## config.mk

```make
export PLATFORM = sky130hd
export DESIGN_NAME = sequential_list_insert_delete_unit_flat
export DESIGN_NICKNAME = d
export VERILOG_FILES = /design/src/rtl/sli_pkg.sv /design/src/rtl/sli_req_if.sv /design/src/rtl/sli_rsp_if.sv /design/src/rtl/sli_ctrl.sv /design/src/rtl/sli_datapath.sv /design/src/rtl/sequential_list_insert_delete_unit.sv /design/src/flat_wrapper.sv
export SDC_FILE = /design/constraint.sdc
export NUM_CORES = 2
export LEC_CHECK = 0
export CAP_MARGIN = 10
export CORE_ASPECT_RATIO = 0.7
export CORE_MARGIN = 2
export CORE_UTILIZATION = 51
export CTS_CLUSTER_SIZE = 28
export DETAILED_ROUTE_END_ITERATION = 8
export DONT_BUFFER_PORTS = 1
export GPL_ROUTABILITY_DRIVEN = 1
export PLACE_DENSITY_LB_ADDON = 0.05
export SYNTH_ARGS = -nofsm -noshare
export SYNTH_HDL_FRONTEND = slang
export SYNTH_SLANG_ARGS = --single-unit
```

## constraint.sdc

```tcl
create_clock -name clk -period 5.3 [get_ports clk]
set_input_delay 0.265 -clock clk [delete_from_list [all_inputs] [get_ports clk]]
set_output_delay 0.265 -clock clk [all_outputs]
set_load 0.01 [all_outputs]
```

## src/rtl/sli_pkg.sv

```systemverilog
// Package: sizes, codes, state and control types of the sequential list unit.
`default_nettype none
package sli_pkg;

  localparam int CAPACITY = 16;
  localparam int IDX_W    = $clog2(CAPACITY);
  localparam int CNT_W    = $clog2(CAPACITY + 1);
  localparam int POS_W    = 5;
  localparam int DATA_W   = 32;

  localparam logic [1:0] OP_INSERT = 2'd0;
  localparam logic [1:0] OP_DELETE = 2'd1;
  localparam logic [1:0] OP_READ   = 2'd2;

  localparam logic [1:0] ST_OK    = 2'd0;
  localparam logic [1:0] ST_FULL  = 2'd1;
  localparam logic [1:0] ST_EMPTY = 2'd2;
  localparam logic [1:0] ST_RANGE = 2'd3;

  typedef enum logic [1:0] {
    S_IDLE = 2'b01,
    S_EXEC = 2'b10
  } state_t;

  // controller -> datapath
  typedef struct packed {
    logic load;   // capture request beat
    logic exec;   // apply operation, load result register
  } cmd_t;

endpackage
`default_nettype wire

```

## src/rtl/sli_req_if.sv

```systemverilog
// Interface: request channel (operation, position, value).
`default_nettype none
interface sli_req_if;
  import sli_pkg::*;

  logic                     valid;
  logic                     ready;
  logic [1:0]               operation;
  logic [POS_W-1:0]         position;
  logic signed [DATA_W-1:0] value;

  modport source (output valid, output operation, output position, output value,
                  input ready);
  modport sink   (input valid, input operation, input position, input value,
                  output ready);
endinterface
`default_nettype wire

```

## src/rtl/sli_rsp_if.sv

```systemverilog
// Interface: result channel (status, data, count, flags).
`default_nettype none
interface sli_rsp_if;
  import sli_pkg::*;

  logic                     valid;
  logic                     ready;
  logic [1:0]               status;
  logic signed [DATA_W-1:0] data;
  logic [CNT_W-1:0]         count;
  logic                     is_empty;
  logic                     is_full;

  modport source (output valid, output status, output data, output count,
                  output is_empty, output is_full, input ready);
  modport sink   (input valid, input status, input data, input count,
                  input is_empty, input is_full, output ready);
endinterface
`default_nettype wire

```

## src/rtl/sli_ctrl.sv

```systemverilog
// Controller: two-state sequencer and result-valid register.
`default_nettype none
module sli_ctrl
  import sli_pkg::*;
(
  input  wire logic clk,
  input  wire logic rst,
  input  wire logic in_valid,
  output logic      in_ready,
  output logic      out_valid,
  input  wire logic out_ready,
  output cmd_t      cmd
);

  state_t state, state_next;
  logic   out_valid_next;

  assign in_ready = (state == S_IDLE) && !rst;

  always_comb begin
    state_next     = state;
    out_valid_next = out_valid && !out_ready;
    cmd.load       = 1'b0;
    cmd.exec       = 1'b0;
    case (state)
      S_IDLE: begin
        if (in_valid) begin
          cmd.load   = 1'b1;
          state_next = S_EXEC;
        end
      end
      S_EXEC: begin
        // wait until the result register is free or drains this cycle
        if (!out_valid || out_ready) begin
          cmd.exec       = 1'b1;
          out_valid_next = 1'b1;
          state_next     = S_IDLE;
        end
      end
      default: begin
        state_next = S_IDLE;
      end
    endcase
  end

  always_ff @(posedge clk) begin
    if (rst) begin
      state     <= S_IDLE;
      out_valid <= 1'b0;
    end else begin
      state     <= state_next;
      out_valid <= out_valid_next;
    end
  end

`ifndef SYNTH
  a_onehot: assert property (@(posedge clk) disable iff (rst) $onehot(state))
    else $error("state not one-hot");
  a_load_exec: assert property (@(posedge clk) disable iff (rst)
    in_valid && in_ready |=> state == S_EXEC)
    else $error("accepted beat not followed by execute");
  a_exec_valid: assert property (@(posedge clk) disable iff (rst)
    cmd.exec |=> out_valid && state == S_IDLE)
    else $error("execute did not present a result");
  a_no_overwrite: assert property (@(posedge clk) disable iff (rst)
    cmd.exec |-> !out_valid || out_ready)
    else $error("result overwritten before taken");
`endif

endmodule
`default_nettype wire

```

## src/rtl/sli_datapath.sv

```systemverilog
// Datapath: element registers, length, request latch and result register.
`default_nettype none
module sli_datapath
  import sli_pkg::*;
(
  input  wire logic                     clk,
  input  wire logic                     rst,
  input  wire cmd_t                     cmd,
  input  wire logic [1:0]               in_operation,
  input  wire logic [POS_W-1:0]         in_position,
  input  wire logic signed [DATA_W-1:0] in_value,
  output logic [1:0]                    out_status,
  output logic signed [DATA_W-1:0]      out_data,
  output logic [CNT_W-1:0]              out_count,
  output logic                          out_is_empty,
  output logic                          out_is_full
);

  logic [DATA_W-1:0] elements      [CAPACITY];
  logic [DATA_W-1:0] elements_next [CAPACITY];
  logic [CNT_W-1:0]  used, used_next;

  logic [1:0]        op_q;
  logic [POS_W-1:0]  pos_q;
  logic [DATA_W-1:0] val_q;

  logic [1:0]        status_next;
  logic [DATA_W-1:0] data_next;
  logic              shift_ins, shift_del;
  logic [POS_W:0]    pos_ext, used_ext;
  logic [POS_W-1:0]  pos_m1;
  logic [IDX_W-1:0]  idx;
  logic              rd_ok, ins_ok, full_now;

  always_comb begin
    pos_ext  = {1'b0, pos_q};
    used_ext = (POS_W + 1)'(used);
    pos_m1   = pos_q - POS_W'(1);
    idx      = pos_m1[IDX_W-1:0];
    full_now = (used == CNT_W'(CAPACITY));
    rd_ok    = (pos_q != '0) && (pos_ext <= used_ext);
    ins_ok   = (pos_q != '0) && (pos_ext <= used_ext + (POS_W + 1)'(1));

    status_next = ST_RANGE;
    data_next   = '0;
    used_next   = used;
    shift_ins   = 1'b0;
    shift_del   = 1'b0;
    case (op_q)
      OP_INSERT: begin
        if (full_now) begin
          status_next = ST_FULL;
        end else if (ins_ok) begin
          status_next = ST_OK;
          shift_ins   = 1'b1;
          used_next   = used + CNT_W'(1);
        end
      end
      OP_DELETE: begin
        if (used == '0) begin
          status_next = ST_EMPTY;
        end else if (rd_ok) begin
          status_next = ST_OK;
          data_next   = elements[idx];
          shift_del   = 1'b1;
          used_next   = used - CNT_W'(1);
        end
      end
      OP_READ: begin
        if (rd_ok) begin
          status_next = ST_OK;
          data_next   = elements[idx];
        end
      end
      default: begin
        status_next = ST_RANGE;
      end
    endcase
  end

  // each slot picks itself, the inserted value, its lower or its upper neighbor
  for (genvar k = 0; k < CAPACITY; k++) begin : g_slot
    always_comb begin
      elements_next[k] = elements[k];
      if (shift_ins) begin
        if (IDX_W'(k) == idx) begin
          elements_next[k] = val_q;
        end else if ((IDX_W'(k) > idx) && (CNT_W'(k) <= used)) begin
          if (k > 0) begin
            elements_next[k] = elements[(k > 0) ? k - 1 : 0];
          end
        end
      end else if (shift_del) begin
        if ((IDX_W'(k) >= idx) && (CNT_W'(k + 1) < used)) begin
          if (k < CAPACITY - 1) begin
            elements_next[k] = elements[(k < CAPACITY - 1) ? k + 1 : k];
          end
        end
      end
    end
  end

  always_ff @(posedge clk) begin
    if (cmd.load) begin
      op_q  <= in_operation;
      pos_q <= in_position;
      val_q <= in_value;
    end
    if (cmd.exec) begin
      out_status   <= status_next;
      out_data     <= data_next;
      out_count    <= used_next;
      out_is_empty <= (used_next == '0);
      out_is_full  <= (used_next == CNT_W'(CAPACITY));
    end
  end

  always_ff @(posedge clk) begin
    if (rst) begin
      used <= '0;
      for (int i = 0; i < CAPACITY; i++) begin
        elements[i] <= '0;
      end
    end else if (cmd.exec) begin
      used <= used_next;
      for (int i = 0; i < CAPACITY; i++) begin
        elements[i] <= elements_next[i];
      end
    end
  end

`ifndef SYNTH
  a_used_bound: assert property (@(posedge clk) disable iff (rst)
    used <= CNT_W'(CAPACITY))
    else $error("length beyond capacity");
  a_used_step: assert property (@(posedge clk) disable iff (rst)
    !cmd.exec |=> used == $past(used))
    else $error("length changed without execute");
`endif

endmodule
`default_nettype wire

```

## src/rtl/sequential_list_insert_delete_unit.sv

```systemverilog
// Top level: sequential list unit with insert, delete and read.
//
// Keeps an ordered list of up to CAPACITY (16) signed 32-bit values in
// registers. A request beat on req carries operation (insert, delete,
// read), a 1-based position and a value for insert. Each request gives
// exactly one result beat on rsp with status, data, the length after the
// operation and the empty and full flags.
//
// Order: an accepted request is first latched, then in the execute state
// all slots shift at once and the result register loads. One request is
// in work at a time, so the next request is taken only after the current
// one has loaded its result register.
//
// The result register decouples the channels: a new request is taken
// while an earlier result still waits. If rsp stalls, the next operation
// holds in its execute state until the pending result is taken.
//
// Reset (rst, synchronous): list cleared to zeros, length 0, no result
// pending, req ready as soon as rst is low.
`default_nettype none
module sequential_list_insert_delete_unit
  import sli_pkg::*;
(
  input  wire logic clk,
  input  wire logic rst,
  sli_req_if.sink   req,
  sli_rsp_if.source rsp
);

  cmd_t cmd;

  sli_ctrl u_ctrl (
    .clk       (clk),
    .rst       (rst),
    .in_valid  (req.valid),
    .in_ready  (req.ready),
    .out_valid (rsp.valid),
    .out_ready (rsp.ready),
    .cmd       (cmd)
  );

  sli_datapath u_dp (
    .clk          (clk),
    .rst          (rst),
    .cmd          (cmd),
    .in_operation (req.operation),
    .in_position  (req.position),
    .in_value     (req.value),
    .out_status   (rsp.status),
    .out_data     (rsp.data),
    .out_count    (rsp.count),
    .out_is_empty (rsp.is_empty),
    .out_is_full  (rsp.is_full)
  );

endmodule
`default_nettype wire
```

## src/flat_wrapper.sv

```systemverilog
// flat-port wrapper written by rule: the top's interface ports become plain ports
module sequential_list_insert_delete_unit_flat import sli_pkg::*;
  (clk, rst, req_valid, req_operation, req_position, req_value, req_ready, rsp_valid, rsp_status, rsp_data, rsp_count, rsp_is_empty, rsp_is_full, rsp_ready);
  sli_req_if req_i ();
  sli_rsp_if rsp_i ();
  input  wire logic clk;
  input  wire logic rst;
  input wire logic [$bits(req_i.valid)-1:0] req_valid;
  input wire logic [$bits(req_i.operation)-1:0] req_operation;
  input wire logic [$bits(req_i.position)-1:0] req_position;
  input wire logic [$bits(req_i.value)-1:0] req_value;
  output wire logic [$bits(req_i.ready)-1:0] req_ready;
  output wire logic [$bits(rsp_i.valid)-1:0] rsp_valid;
  output wire logic [$bits(rsp_i.status)-1:0] rsp_status;
  output wire logic [$bits(rsp_i.data)-1:0] rsp_data;
  output wire logic [$bits(rsp_i.count)-1:0] rsp_count;
  output wire logic [$bits(rsp_i.is_empty)-1:0] rsp_is_empty;
  output wire logic [$bits(rsp_i.is_full)-1:0] rsp_is_full;
  input wire logic [$bits(rsp_i.ready)-1:0] rsp_ready;
  assign req_i.valid = req_valid;
  assign req_i.operation = req_operation;
  assign req_i.position = req_position;
  assign req_i.value = req_value;
  assign req_ready = req_i.ready;
  assign rsp_valid = rsp_i.valid;
  assign rsp_status = rsp_i.status;
  assign rsp_data = rsp_i.data;
  assign rsp_count = rsp_i.count;
  assign rsp_is_empty = rsp_i.is_empty;
  assign rsp_is_full = rsp_i.is_full;
  assign rsp_i.ready = rsp_ready;
  sequential_list_insert_delete_unit u_core (.clk(clk), .rst(rst), .req(req_i), .rsp(rsp_i));
endmodule
```

# After elaboration in Yosys (flattened, before gate mapping)
# Memory sizes are Yosys's and may differ from the RTL's.
# Index checks and enable logic that the tools add are counted.
dict set report op_classes {
  reduce_logical 44
  magnitude_cmp 62
  eq_ne 23
  add_sub_neg 4
  bitwise 16
  n_mux 126
}
# operator n
set op_table {}
lappend op_table {{2-to-1 mux 32 bit} 95}
lappend op_table {{one-hot mux 32 bit (2 select lines)} 1}
lappend op_table {{less-or-equal comparator 4 x 5 -> 1 bit (first input constant)} 8}
lappend op_table {{less-than comparator 4 x 5 -> 1 bit (first input constant)} 8}
lappend op_table {{logical AND 1 bit} 34}
lappend op_table {{== test 4 bit (first input constant)} 8}
lappend op_table {{greater-than comparator 4 bit (first input constant)} 8}
lappend op_table {{>= comparator 4 bit (first input constant)} 7}
lappend op_table {{less-or-equal comparator 3 x 5 -> 1 bit (first input constant)} 4}
lappend op_table {{less-than comparator 3 x 5 -> 1 bit (first input constant)} 4}
lappend op_table {{2-to-1 mux 5 bit} 4}
lappend op_table {{2-to-1 mux 1 bit} 17}
lappend op_table {{== test 3 x 4 -> 1 bit (first input constant)} 4}
lappend op_table {{>= comparator 3 x 4 -> 1 bit (first input constant)} 4}
lappend op_table {{greater-than comparator 3 x 4 -> 1 bit (first input constant)} 4}
lappend op_table {{bitwise OR 1 bit} 16}
lappend op_table {{2-to-1 mux 2 bit} 6}
lappend op_table {{== test 5 bit (second input constant)} 2}
lappend op_table {{less-or-equal comparator 2 x 5 -> 1 bit (first input constant)} 2}
lappend op_table {{logical NOT 5 bit} 2}
lappend op_table {{less-than comparator 2 x 5 -> 1 bit (first input constant)} 2}
lappend op_table {{one-hot mux 5 bit (2 select lines)} 1}
lappend op_table {{== test 2 x 4 -> 1 bit (first input constant)} 2}
lappend op_table {{>= comparator 1 x 4 -> 1 bit (first input constant)} 2}
lappend op_table {{other kinds (23)} 30}
dict set report word_totals {
  reg_bits 88
  n_memories 1
  wordCells 287
  ram_bits 512
  out_inout_bits 43
  input_bits 43
}
# name depth word_bits read_ports rd_clocked_by_memory_dff write_ports line
set memory_table {}
lappend memory_table {u_core.u_dp.elements 16 32 17 0 16 sli_datapath.sv:19} ;# logic [DATA_W-1:0] elements [CAPACITY];

# Logic depth before layout (Yosys ltp)
dict set report logic_depth {
  word_depth 8
  depth_mapped 15
  depth_no_buf 11
}

# Hierarchy
# From an unflattened synthesis, not the netlist that was laid out.
dict set report unflattened {
  cells_unflattened 3127
  area_unflattened_um2 38010.2
}
# module cells_each seq_area_each_um2 instances area_per_inst_um2
set by_module_without_submodules {}
lappend by_module_without_submodules {sli_datapath 3115 17877.1 1 37880.1}
lappend by_module_without_submodules {sli_ctrl 12 60.1 1 130.1}

# Least setup slack after synthesis
# No wires, ideal clock.
dict set report synth_timing {
  path_type {register to register}
  from {register, netlist name u_core.u_dp.pos_q[0]}
  to {memory u_core.u_dp.elements[8][0] (enable)}
  path_buffers 5
  path_stages_with_launch 11
  setup_ps 480
  synth_period_minus_slack_ps 5733
  setup_slack_ps -433
  t_arrival_ps 5253
  t_required_ps 4820
  path_cell_list {edfxtp_1 buf_2 buf_2 clkbuf_1 inv_1 ha_1 buf_2 xnor2_1 nand3_1 buf_2 a311oi_1}
}
# item line
set synth_lines {}
lappend synth_lines {{end: declaration} sli_datapath.sv:19}

==> results.py <==
metrics = {
    "placement": {
        "placed_cells": 3800,
        "globalplace.congestion": 0.847,
        "port_buffers": 0,
        "hpwl_mm": 64.8,
        "post-place-ws_ns": 0.619,
        "dpl_cell_area_sq_um": 36100,
    },
    "synthesis": {
        "synth_top_family_by_area": "multiplexers",
        "synth-xor-area-share_pct": 0.195,
        "synth-adder-area-share_pct": 0.814,
        "synth_compound_area_share_pct": 13.4,
        "ys_top_cells_by_area": "edfxtp_1, mux2i_1, mux4_2",
        "synth_edf_count": 592,
        "async_flop_share_pct": 0,
        "syn_area_per_cell_sq_um": 11.2,
        "yosysWarnings": 0,
        "synth_top_area_cell": "edfxtp_1",
        "yosys.area_share.simple_pct": 12.3,
        "syn_area_sq_um": 35400,
        "syn_inst": 3167,
        "ys.flop_type": "edfxtp_1",
        "synth_mux_area_share_pct": 18.1,
        "synth.top_cell.area_share_pct": 50.3,
        "syn_nets": 3233,
        "synth_cell_type_count": 69,
        "ys_seq_elements": 600,
        "seq_area_frac_synth_pct": 50.7,
    },
    "detailed_routing": {
        "wl_met2_mm": 50.5,
        "first_iter_violations": 3829,
        "drc": 0,
        "first_pass_iters": 8,
        "wl_met1_mm": 52.5,
        "wirelength_mm": 118,
        "wl_per_cell_um": 29.8,
        "top_layer": "met4",
        "antenna_left": 0,
        "wl_met3_mm": 11.8,
        "viasPerCell": 6.98,
        "vias": 27633,
    },
    "cells_and_area": {
        "final_cell_area_sq_um": 38600,
        "layout-drive-gt1-share_pct": 11.9,
        "area_growth_pct": 9.24,
        "nets": 3073,
        "fin_util_pct": 56.5,
        "antenna_cells": 0,
        "fin_cells": 3959,
        "nFillCells": 5713,
        "ff_latch_area_sq_um": 17900,
        "multi_input_area_sq_um": 16300,
    },
    "sta": {
        "skew_ns": 0.0236,
        "relSlewSlack_pct": 16.9,
        "finalSetupViolations": 0,
        "slew_violations": 0,
        "period_minus_slack_ns": 4.83,
        "hold_viol_final": 0,
        "setup_slack_ns": 0.473,
        "fin_crit_sh_pct": 91.1,
        "fmaxAchievable_ghz": 0.207,
        "worstMarginPinSlew_ns": 1.25,
        "finalSetupTns_ns": 0,
        "rsz0062_at_grt": "no",
        "whs_ns": 0.0431,
    },
    "run": {
        "drv_cap": 0,
    },
    "worst_setup_path": {
        "cp.arrival_ns": 5.26,
        "rr_startpoint": "u_core.u_dp.used[0]",
        "reg2reg_to": "u_core.u_dp.elements[2][17]",
        "r2r_cells": 12,
        "reg2reg_slack_ns": 0.47,
        "required_ns": 5.73,
        "crit_type": "flip-flop to flip-flop",
        "crit_path_start_kind": "flip-flop",
        "crit_path_end_kind": "flip-flop",
        "cp_max_fo": 291,
    },
    "clock_network": {
        "h-tree-depth": 3,
        "post_cts_buffers": 0,
        "clock_path_buffers": 3,
        "cts_made_buffers": 66,
        "cts_tree": "yes",
        "clock_sinks": 600,
        "path_clk_slew_ns": 0.06,
        "clk-insertion-delay-late_ns": 0.65,
        "cts_root_buf": "clkbuf_16",
    },
    "floorplan": {
        "die_area_sq_um": 71500,
        "die_w_um": 319,
        "start_util_pct": 51.7,
        "core_sq_um": 68400,
        "core.rowCount": 80,
        "ios": 86,
        "die_h_um": 224,
    },
    "power_and_ir_drop": {
        "total_power_mw": 12.2,
        "ir_worst_vdd_uv": 238,
        "power_density_nw_per_um2": 315,
        "p_leak_nw": 14.4,
    },
    "worst_hold_path": {
        "whs_endpoint": "u_core.u_ctrl.state[0]",
        "hp-class": "primary input to flip-flop",
        "min-delay-start": "rsp_ready",
        "min_path_cells": 3,
    },
    "global_routing": {
        "antenna_found_initial": 0,
        "grt_pass1_wl_mm": 176,
        "grt_pass1_vias": 26301,
        "globalRouteTotalUtil_pct": 32.7,
        "grt_max_degree": 292,
        "gr-total-overflow": 0,
    },
    "outcome": {
        "outcome": "complete, no violations",
    },
}
-- layer usage --
layer	track usage (%)	up-vias
met2	46.8	1641
li1	-	11842
met1	50.3	13955
met4	10.2	0
met3	5.93	195
met5	0	-
-- final cells by class --
type / instances / area share [%]
tap: 902 / 2.92
multi-input combinational: 2202 / 42.1
timing repair buffer: 121 / 2.95
clock buffer: 82 / 4.54
clock inverter: 36 / 0.887
inverter: 16 / 0.155
sequential: 600 / 46.4
-- placed cells by master (no fill, tap or decap), types with 6 or more instances in the layout --
master and n:
edfxtp_1 592, nor2_1 472, a211oi_1 358, mux2i_1 352, nand2_1 342, nand3_1 134
a311oi_1 129, mux4_2 128, a21oi_1 89, buf_4 71, clkbuf_16 67, dlygate4sd3_1 40
and3_1 38, o21ai_0 23, ha_1 20, inv_1 14, clkbuf_1 13, clkinv_2 11
clkinv_1 10, buf_12 9, a21oi_4 8, dfxtp_1 8, nand2_2 7, nand3_4 7
nor3_1 6
-- where the power goes --
part           leakage (nW)  internal, mW  switching (mW)
sequential             6.01          5.48           0.252
combinational          7.35         0.635            1.17
clock                  1.03          2.61            2.03
total                  14.4          8.73            3.45
-- worst max-delay path, cell delays in order (launching register included) --
cell and delay (ns):
dfxtp_1 0.65, ha_1 0.37, and3_1 0.27, xnor2_1 0.09, ha_1 0.29, and3_1 0.18, and3_1 0.18, a221o_1 0.16
and2_4 0.25, buf_4 0.66, buf_12 0.81, nor2_1 0.07, a311oi_1 0.32
-- timing repair --
action,in CTS,in global routing
hold endpoints to repair,237,0
resized for setup,0,0
hold buffers,41,0
-- cells in the mapped netlist (3+ instances only) --
| cell type | count |
|---|---|
| edfxtp_1 | 592 |
| and2_1 | 3 |
| a21oi_1 | 97 |
| buf_6 | 4 |
| nand4_1 | 5 |
| o21ai_0 | 24 |
| a311oi_1 | 132 |
| nor2_1 | 475 |
| nand2_1 | 349 |
| buf_2 | 99 |
| ha_1 | 23 |
| inv_1 | 15 |
| nand3_1 | 141 |
| a31oi_1 | 3 |
| a211oi_1 | 359 |
| mux2i_1 | 352 |
| and3_1 | 39 |
| xnor2_1 | 4 |
| buf_4 | 12 |
| nor2b_1 | 6 |
| buf_1 | 11 |
| dfxtp_1 | 8 |
| mux4_2 | 128 |
| clkbuf_1 | 223 |
| nor3_1 | 7 |
| nand2b_1 | 3 |
-- cell families (layout without fill, tap and decap cells) --
kind of cell | count (synthesis) | count (layout)
flip-flops | 600 | 600
XOR/XNOR | 7 | 7
AO/OA/AOI/OAI | 644 | 644
AND/OR/NAND/NOR | 1048 | 1048
multiplexers | 480 | 480
adder cells (fa/ha/maj) | 23 | 23
buffers and inverters | 365 | 255
-- flip-flops by register name, summed over array words and instances (netlist names) --
signal,flops
u_core.u_dp.val_q,32
u_core.u_dp.op_q,2
u_core.u_dp.out_is_full,1
u_core.u_dp.out_data,32
u_core.u_dp.elements,512
u_core.u_dp.out_count,5
u_core.u_dp.out_is_empty,1
u_core.u_dp.pos_q,5
u_core.u_dp.used,5
u_core.u_dp.out_status,2
u_core.u_ctrl.state,2
u_core.u_ctrl.out_valid,1
-- worst max-delay path by stage --
stage                              startpoint                      endpoint  slack, ns  cells past startpoint
after floorplan           u_core.u_dp.used[0]   u_core.u_dp.elements[12][0]       0.01                     14
final                     u_core.u_dp.used[0]   u_core.u_dp.elements[2][17]       0.47                     12
after global routing      u_core.u_dp.used[0]   u_core.u_dp.elements[8][17]       0.18                     12
after detailed placement  u_core.u_dp.used[0]  u_core.u_dp.elements[13][26]       0.62                     12
after CTS                 u_core.u_dp.used[0]  u_core.u_dp.elements[13][26]       0.60                     12
after global placement    u_core.u_dp.used[0]  u_core.u_dp.elements[10][13]       0.62                     11
Note: power is estimated with default switching activity, not from simulation.
